## config.mk

```make
export PLATFORM = sky130hd
export DESIGN_NAME = slope_angle_degrees
export DESIGN_NICKNAME = d
export VERILOG_FILES = /design/src/hw/rtl/sad_pkg.sv /design/src/hw/rtl/slope_angle_degrees.sv /design/src/hw/rtl/sad_cmp.sv
export SDC_FILE = /design/constraint.sdc
export NUM_CORES = 1
export LEC_CHECK = 0
export CORE_ASPECT_RATIO = 0.8
export CORE_MARGIN = 2
export CORE_UTILIZATION = 68
export CTS_CLUSTER_SIZE = 25
export DETAILED_ROUTE_END_ITERATION = 10
export DONT_BUFFER_PORTS = 1
export HOLD_SLACK_MARGIN = 0.1
export MAX_ROUTING_LAYER = met4
export PLACE_DENSITY = 0.84
export REMOVE_ABC_BUFFERS = 1
export SLEW_MARGIN = 20
export SYNTH_ARGS = -nofsm -noshare
export SYNTH_HDL_FRONTEND = slang
export SYNTH_HIERARCHICAL = 1
export SYNTH_SLANG_ARGS = --single-unit
```

## constraint.sdc

```tcl
create_clock -name i_clk -period 15.1 [get_ports i_clk]
set_clock_uncertainty 0.15 [all_clocks]
set_input_delay 1.51 -clock i_clk [delete_from_list [all_inputs] [get_ports i_clk]]
set_output_delay 1.51 -clock i_clk [all_outputs]
set_load 0.1 [all_outputs]
```

## src/hw/rtl/sad_pkg.sv

```systemverilog
// Shared constants, tangent midpoint table, types and state codes for the slope angle block.
package sad_pkg;

    // Field and table sizes.
    localparam int COORD_W       = 16;
    localparam int FRAC_BITS     = 16;
    localparam int TABLE_ENTRIES = 90;
    localparam int NUM_MIDS      = TABLE_ENTRIES - 1;
    localparam int DIFF_W        = COORD_W + 1;
    localparam int MAG_W         = COORD_W;
    localparam int MID_W         = FRAC_BITS + 6;
    localparam int PROD_W        = MID_W + MAG_W;
    localparam int STEPS         = $clog2(TABLE_ENTRIES);
    localparam int CNT_W         = STEPS;
    localparam int IDX_W         = $clog2(NUM_MIDS);
    localparam int ANGLE_W       = 8;
    localparam int STEEP_MUL     = 57;
    localparam int STEEP_W       = MAG_W + 6;
    localparam int ANGLE_MAX     = 90;
    localparam int TAN_SCALE     = 20000;

    // Tangent of 0..89 degrees in units of 1/10000.
    localparam int unsigned TAN_E4 [TABLE_ENTRIES] = '{
        0, 175, 349, 524, 699, 875, 1051, 1228, 1405, 1584,
        1763, 1944, 2125, 2309, 2493, 2679, 2867, 3057, 3249, 3443,
        3639, 3838, 4040, 4244, 4452, 4663, 4877, 5095, 5317, 5543,
        5773, 6008, 6248, 6493, 6744, 7001, 7265, 7535, 7812, 8097,
        8390, 8692, 9003, 9324, 9656, 10000, 10354, 10722, 11105, 11502,
        11916, 12347, 12798, 13269, 13762, 14279, 14823, 15396, 16001, 16640,
        17317, 18037, 18804, 19622, 20499, 21440, 22455, 23553, 24745, 26044,
        27467, 29033, 30767, 32698, 34862, 37306, 40091, 43295, 47023, 51418,
        56679, 63095, 71099, 81372, 95045, 114157, 142780, 190404, 285437, 569168
    };

    typedef logic [MID_W-1:0] t_mid;
    typedef t_mid t_mid_table [NUM_MIDS];

    // Midpoint of neighboring tangents in fixed point, rounded half up.
    function automatic t_mid_table build_mids();
        t_mid_table     tbl;
        longint unsigned s;
        int             k;
        for (k = 0; k < NUM_MIDS; k++) begin
            s      = longint'(TAN_E4[k]) + longint'(TAN_E4[k+1]);
            tbl[k] = MID_W'(((s << FRAC_BITS) + TAN_SCALE / 2) / TAN_SCALE);
        end
        return tbl;
    endfunction

    localparam t_mid_table MID_TABLE = build_mids();

    // Request to the shared multiply-compare unit.
    typedef struct packed {
        logic [MAG_W-1:0] ax;
        logic [MAG_W-1:0] ay;
        logic [IDX_W-1:0] idx;
    } t_cmp_req;

    // Sequencer states.
    typedef enum logic [1:0] {
        ST_IDLE,
        ST_SETUP,
        ST_SEARCH
    } t_state;

endpackage

```

## src/hw/rtl/slope_angle_degrees.sv

```systemverilog
// A request passes through the setup state, then the search; vertical and near-vertical lines end in setup.
// The block takes no new request until it has delivered its result; busy stays high meanwhile.
// The work is a setup state plus a 7-step binary search through one multiply-compare unit.
// The result shows for one cycle on o_valid; the receiver cannot stall it.
// Reset is synchronous and active low; it clears the sequencer and the strobe only.
// Top level: angle of the line through two points, in whole degrees.
module slope_angle_degrees (
    input  logic                                i_clk,
    input  logic                                i_rst_n,
    input  logic                                start,
    output logic                                busy,
    input  logic signed [sad_pkg::COORD_W-1:0]  i_first_x,
    input  logic signed [sad_pkg::COORD_W-1:0]  i_first_y,
    input  logic signed [sad_pkg::COORD_W-1:0]  i_second_x,
    input  logic signed [sad_pkg::COORD_W-1:0]  i_second_y,
    output logic                                o_valid,
    output logic signed [sad_pkg::ANGLE_W-1:0]  o_angle_degrees
);

    sad_pkg::t_state r_state, n_state;

    logic signed [sad_pkg::DIFF_W-1:0] r_dx, n_dx;
    logic signed [sad_pkg::DIFF_W-1:0] r_dy, n_dy;
    logic [sad_pkg::MAG_W-1:0]         r_ax, n_ax;
    logic [sad_pkg::MAG_W-1:0]         r_ay, n_ay;
    logic                              r_neg, n_neg;
    logic [sad_pkg::CNT_W-1:0]         r_cnt, n_cnt;
    logic [sad_pkg::CNT_W-1:0]         r_bit, n_bit;
    logic                              r_valid, n_valid;
    logic signed [sad_pkg::ANGLE_W-1:0] r_angle, n_angle;

    logic [sad_pkg::DIFF_W-1:0]  dx_abs;
    logic [sad_pkg::DIFF_W-1:0]  dy_abs;
    logic [sad_pkg::STEEP_W-1:0] steep_lim;
    logic                        steep;
    logic [sad_pkg::CNT_W:0]     cand;
    logic                        in_range;
    logic                        take;
    sad_pkg::t_cmp_req           cmp_req;
    logic                        cmp_gt;

    sad_cmp u_cmp (
        .i_req (cmp_req),
        .o_gt  (cmp_gt)
    );

    // Search candidate: next count to test, valid while it names a midpoint.
    always_comb begin
        cand     = {1'b0, r_cnt} + {1'b0, r_bit};
        in_range = (cand != '0) && (cand <= (sad_pkg::CNT_W+1)'(sad_pkg::NUM_MIDS));
        cmp_req.ax  = r_ax;
        cmp_req.ay  = r_ay;
        cmp_req.idx = in_range ? sad_pkg::IDX_W'(cand - 1'b1) : '0;
        take     = in_range && cmp_gt;
    end

    // Magnitudes and the steep-slope test for the setup cycle.
    always_comb begin
        dx_abs    = r_dx[sad_pkg::DIFF_W-1] ? sad_pkg::DIFF_W'(-r_dx) : sad_pkg::DIFF_W'(r_dx);
        dy_abs    = r_dy[sad_pkg::DIFF_W-1] ? sad_pkg::DIFF_W'(-r_dy) : sad_pkg::DIFF_W'(r_dy);
        steep_lim = sad_pkg::STEEP_W'(sad_pkg::STEEP_MUL) * sad_pkg::STEEP_W'(dx_abs);
        steep     = sad_pkg::STEEP_W'(dy_abs) >= steep_lim;
    end

    // Sequencer: next state and datapath updates.
    always_comb begin
        n_state = r_state;
        n_dx    = r_dx;
        n_dy    = r_dy;
        n_ax    = r_ax;
        n_ay    = r_ay;
        n_neg   = r_neg;
        n_cnt   = r_cnt;
        n_bit   = r_bit;
        n_valid = 1'b0;
        n_angle = r_angle;
        case (r_state)
            sad_pkg::ST_IDLE: begin
                if (start) begin
                    n_dx    = sad_pkg::DIFF_W'(i_second_x) - sad_pkg::DIFF_W'(i_first_x);
                    n_dy    = sad_pkg::DIFF_W'(i_second_y) - sad_pkg::DIFF_W'(i_first_y);
                    n_state = sad_pkg::ST_SETUP;
                end
            end
            sad_pkg::ST_SETUP: begin
                n_ax  = sad_pkg::MAG_W'(dx_abs);
                n_ay  = sad_pkg::MAG_W'(dy_abs);
                n_neg = (r_dx[sad_pkg::DIFF_W-1] != r_dy[sad_pkg::DIFF_W-1])
                        && (r_dx != '0) && (r_dy != '0);
                n_cnt = '0;
                n_bit = sad_pkg::CNT_W'(1) << (sad_pkg::STEPS - 1);
                if (r_dx == '0) begin
                    // Vertical line: sign follows dy alone.
                    n_angle = r_dy[sad_pkg::DIFF_W-1] ? sad_pkg::ANGLE_W'(-sad_pkg::ANGLE_MAX)
                                                      : sad_pkg::ANGLE_W'(sad_pkg::ANGLE_MAX);
                    n_valid = 1'b1;
                    n_state = sad_pkg::ST_IDLE;
                end else if (steep) begin
                    n_angle = n_neg ? sad_pkg::ANGLE_W'(-sad_pkg::ANGLE_MAX)
                                    : sad_pkg::ANGLE_W'(sad_pkg::ANGLE_MAX);
                    n_valid = 1'b1;
                    n_state = sad_pkg::ST_IDLE;
                end else begin
                    n_state = sad_pkg::ST_SEARCH;
                end
            end
            sad_pkg::ST_SEARCH: begin
                // One binary-search step: keep the candidate if its midpoint lies below.
                if (take) begin
                    n_cnt = sad_pkg::CNT_W'(cand);
                end
                n_bit = r_bit >> 1;
                if (r_bit[0]) begin
                    n_angle = r_neg ? sad_pkg::ANGLE_W'(-$signed({1'b0, n_cnt}))
                                    : sad_pkg::ANGLE_W'({1'b0, n_cnt});
                    n_valid = 1'b1;
                    n_state = sad_pkg::ST_IDLE;
                end
            end
            default: begin
                n_state = sad_pkg::ST_IDLE;
            end
        endcase
    end

    // Control registers.
    always_ff @(posedge i_clk) begin
        if (!i_rst_n) begin
            r_state <= sad_pkg::ST_IDLE;
            r_valid <= 1'b0;
        end else begin
            r_state <= n_state;
            r_valid <= n_valid;
        end
    end

    // Datapath registers.
    always_ff @(posedge i_clk) begin
        r_dx    <= n_dx;
        r_dy    <= n_dy;
        r_ax    <= n_ax;
        r_ay    <= n_ay;
        r_neg   <= n_neg;
        r_cnt   <= n_cnt;
        r_bit   <= n_bit;
        r_angle <= n_angle;
    end

    assign busy            = (r_state != sad_pkg::ST_IDLE);
    assign o_valid         = r_valid;
    assign o_angle_degrees = r_angle;

endmodule

```

## src/hw/rtl/sad_cmp.sv

```systemverilog
// Shared multiply-compare unit: tests |dy| << FRAC_BITS against midpoint times |dx|.
module sad_cmp (
    input  sad_pkg::t_cmp_req i_req,
    output logic              o_gt
);

    logic [sad_pkg::MID_W-1:0]  mid;
    logic [sad_pkg::PROD_W-1:0] prod;
    logic [sad_pkg::PROD_W-1:0] lhs;

    // Table lookup, one multiply and one compare.
    always_comb begin
        mid  = sad_pkg::MID_TABLE[i_req.idx];
        prod = sad_pkg::PROD_W'(mid) * sad_pkg::PROD_W'(i_req.ax);
        lhs  = sad_pkg::PROD_W'(i_req.ay) << sad_pkg::FRAC_BITS;
        o_gt = lhs > prod;
    end

endmodule

```

==> results.ini <==
[run_status]
status=completed

[route]
viasPerCell=6.27
dr.pass1.iters=5
routed_wl_um=60500
drtAntennaViolNets=0
num_vias=18900
drc=0
wire_per_inst_um=20.1
dr.first_iter.drc_count=1367

[clock_network]
cts_buffer_depth=2
cts_sinks=92
clk_pin_slew_ns=0.08
post-cts-setup-buffers=0
clk_latency_ns=0.35
cts.htree.levels=3
postCtsResizedCells=0
hold_buffers=0
cts_tree=yes
cts-root-buf=clkbuf_16
cts_buffers=9

[synthesis]
synth_warnings=6
ys_seq_area_frac=0.122
synth-edff-count=89
ys.flop_type=edfxtp_1
async_reset_ff_frac=0
ys_seq_elements=92
post_synth.cell_area_avg_um2=8.54
synthCells=2625
netlist_area_mm2=0.0224
yosysUniqueCellTypes=93

[placement]
placed_area_mm2=0.0229
dp_hpwl_um=47400
gp_congestion=0.977
post-place-ws_ns=0.651
portBuffers=0

[cells_and_area]
fin_area_mm2=0.0233
drive_above_1_share=0.0461
diodes=0
areaGrowthSynthToFinish_pct=4.04
fin_nets=3194

[sta]
period_needed_ns=14.33
slew_headroom=0.288
setup_viol=0
tightest_slew_ns=1.06
rsz0062_at_grt=false
fin_crit_sh=0.949
finalWorstSetupSlack_ns=0.773
final_hold_viol_count=0
slew_violations=0
max_freq_ghz=0.0698

[setup_path]
critPathMaxFanout=11
worstSetupEndpointType=register
worst_path_max_delay_cell=fa_1
rr_endpoint=o_angle_degrees[6]
required_ns=15.06
r2r_slack_ns=0.77
r2r_start=r_cnt[0]
reg2reg_depth=56
start_kind=register
crit_type=reg -> reg
critPathMaxStageDelay_ns=0.57
critPathArrivalTime_ns=14.29

[global_routing]
grt_pass1_vias=19400
grt.overflow.total=0
antenna_found_initial=0
grt_max_degree=69
grt_use_total=0.376
grt_pass1_wl_um=99500

[die]
die_x_um=207
pin_count=77
rows=59
die_h_um=166
fp.coreArea_mm2=0.0325
die-area_mm2=0.0344
start_util=0.690

[hold_path]
min_to=r_state[1]
holdPathStages=2
hp-start=r_state[1]
hold_class=reg -> reg

[run]
drv_cap=0

synthesized netlist by cell type, types with 37 or more instances:
cell type | count | area, µm²
nor3_1 | 38 | 190
fa_1 | 299 | 5990
clkbuf_1 | 78 | 293
nor2_1 | 122 | 458
ha_1 | 253 | 3170
nand3_1 | 37 | 185
o21ai_0 | 107 | 536
edfxtp_1 | 89 | 2670
inv_1 | 440 | 1650
and2_1 | 153 | 957
a21oi_1 | 126 | 631
nand2_1 | 307 | 1150
xnor2_1 | 72 | 631
worst max-delay path by stage:
stage | from | cells after the start | slack (ns) | to
2_1_floorplan | r_cnt[0] | 53 | -1.77 | o_angle_degrees[6]
3_3_place_gp | r_cnt[0] | 55 | 0.97 | o_angle_degrees[6]
3_5_place_dp | r_cnt[0] | 55 | 0.65 | o_angle_degrees[6]
4_1_cts | r_cnt[0] | 55 | 0.63 | o_angle_degrees[6]
5_1_grt | r_cnt[0] | 55 | 0.03 | o_angle_degrees[6]
6_report | r_cnt[0] | 56 | 0.77 | o_angle_degrees[6]
cell type report:
| type | count | area (µm²) |
|---|---|---|
| clock buffers | 10 | 239 |
| clock inverters | 6 | 116 |
| fillers | 2411 | 9160 |
| inverters | 442 | 1660 |
| multi-input cells | 1974 | 17600 |
| flip-flops and latches | 92 | 2730 |
| well taps | 427 | 534 |
| repair buffers | 56 | 433 |
critical path, delay by kind of cell, from the launching register on:
| kind | cells | cell delay, ns |
|---|---|---|
| AOI/OAI and AO/OA | 20 | 4.05 |
| xor gates and xnor gates | 2 | 0.35 |
| adders and majority gates | 12 | 5.00 |
| buffers and inverters | 9 | 1.01 |
| DFF | 1 | 0.44 |
| muxes | 1 | 0.23 |
| and+or+nand+nor | 12 | 2.80 |
per-stage QoR:
step / hold slack (ns) / setup TNS [ns] / utilization / std cells
after floorplan: 0.291 / -14.88 / - / 2508
after global placement: 0.308 / 0 / 0.706 / 2991
after CTS: 0.343 / 0 / 0.717 / 3007
after global routing: 0.360 / 0 / 0.718 / 3007
final: 0.347 / 0 / 0.718 / 3007
after detailed placement: 0.336 / 0 / 0.706 / 2991
flip-flops by register name, indices dropped and copies added (netlist names):
register         flops
r_dy                17
r_dx                17
r_ay                16
o_angle_degrees      8
r_cnt                7
r_neg                1
r_ax                16
r_bit                7
r_state              2
o_valid              1
layout by cell type (no fill, tap or decap), types with 32 or more instances in the layout:
| master | n |
|---|---|
| nor2_1 | 120 |
| inv_1 | 440 |
| a211oi_1 | 32 |
| nand2b_1 | 35 |
| nor3_1 | 36 |
| o21ai_0 | 107 |
| ha_1 | 251 |
| fa_1 | 299 |
| and2_1 | 153 |
| nand2_1 | 306 |
| buf_4 | 55 |
| a21oi_1 | 125 |
| xnor2_1 | 72 |
| edfxtp_1 | 89 |
| nand3_1 | 37 |
| a21o_1 | 34 |
per-layer routing:
metal	routed length (µm)	GRT usage
met5	0	-
met4	2440	0.147
met3	4770	0.0428
met2	28800	0.600
met1	24400	0.491
logic make-up after synthesis:
kind of cell | after synthesis | share of synthesized area
adders and majority gates | 553 | 0.409
DFF | 92 | 0.122
AOI/OAI and AO/OA | 473 | 0.139
buffers and inverters | 559 | 0.0964
and+or+nand+nor | 824 | 0.182
muxes | 20 | 0.0113
xor gates and xnor gates | 104 | 0.0410
Power is left out: the tool's default activity adds up to more than one toggle a clock period on the data nets, which glitch-free logic cannot reach.
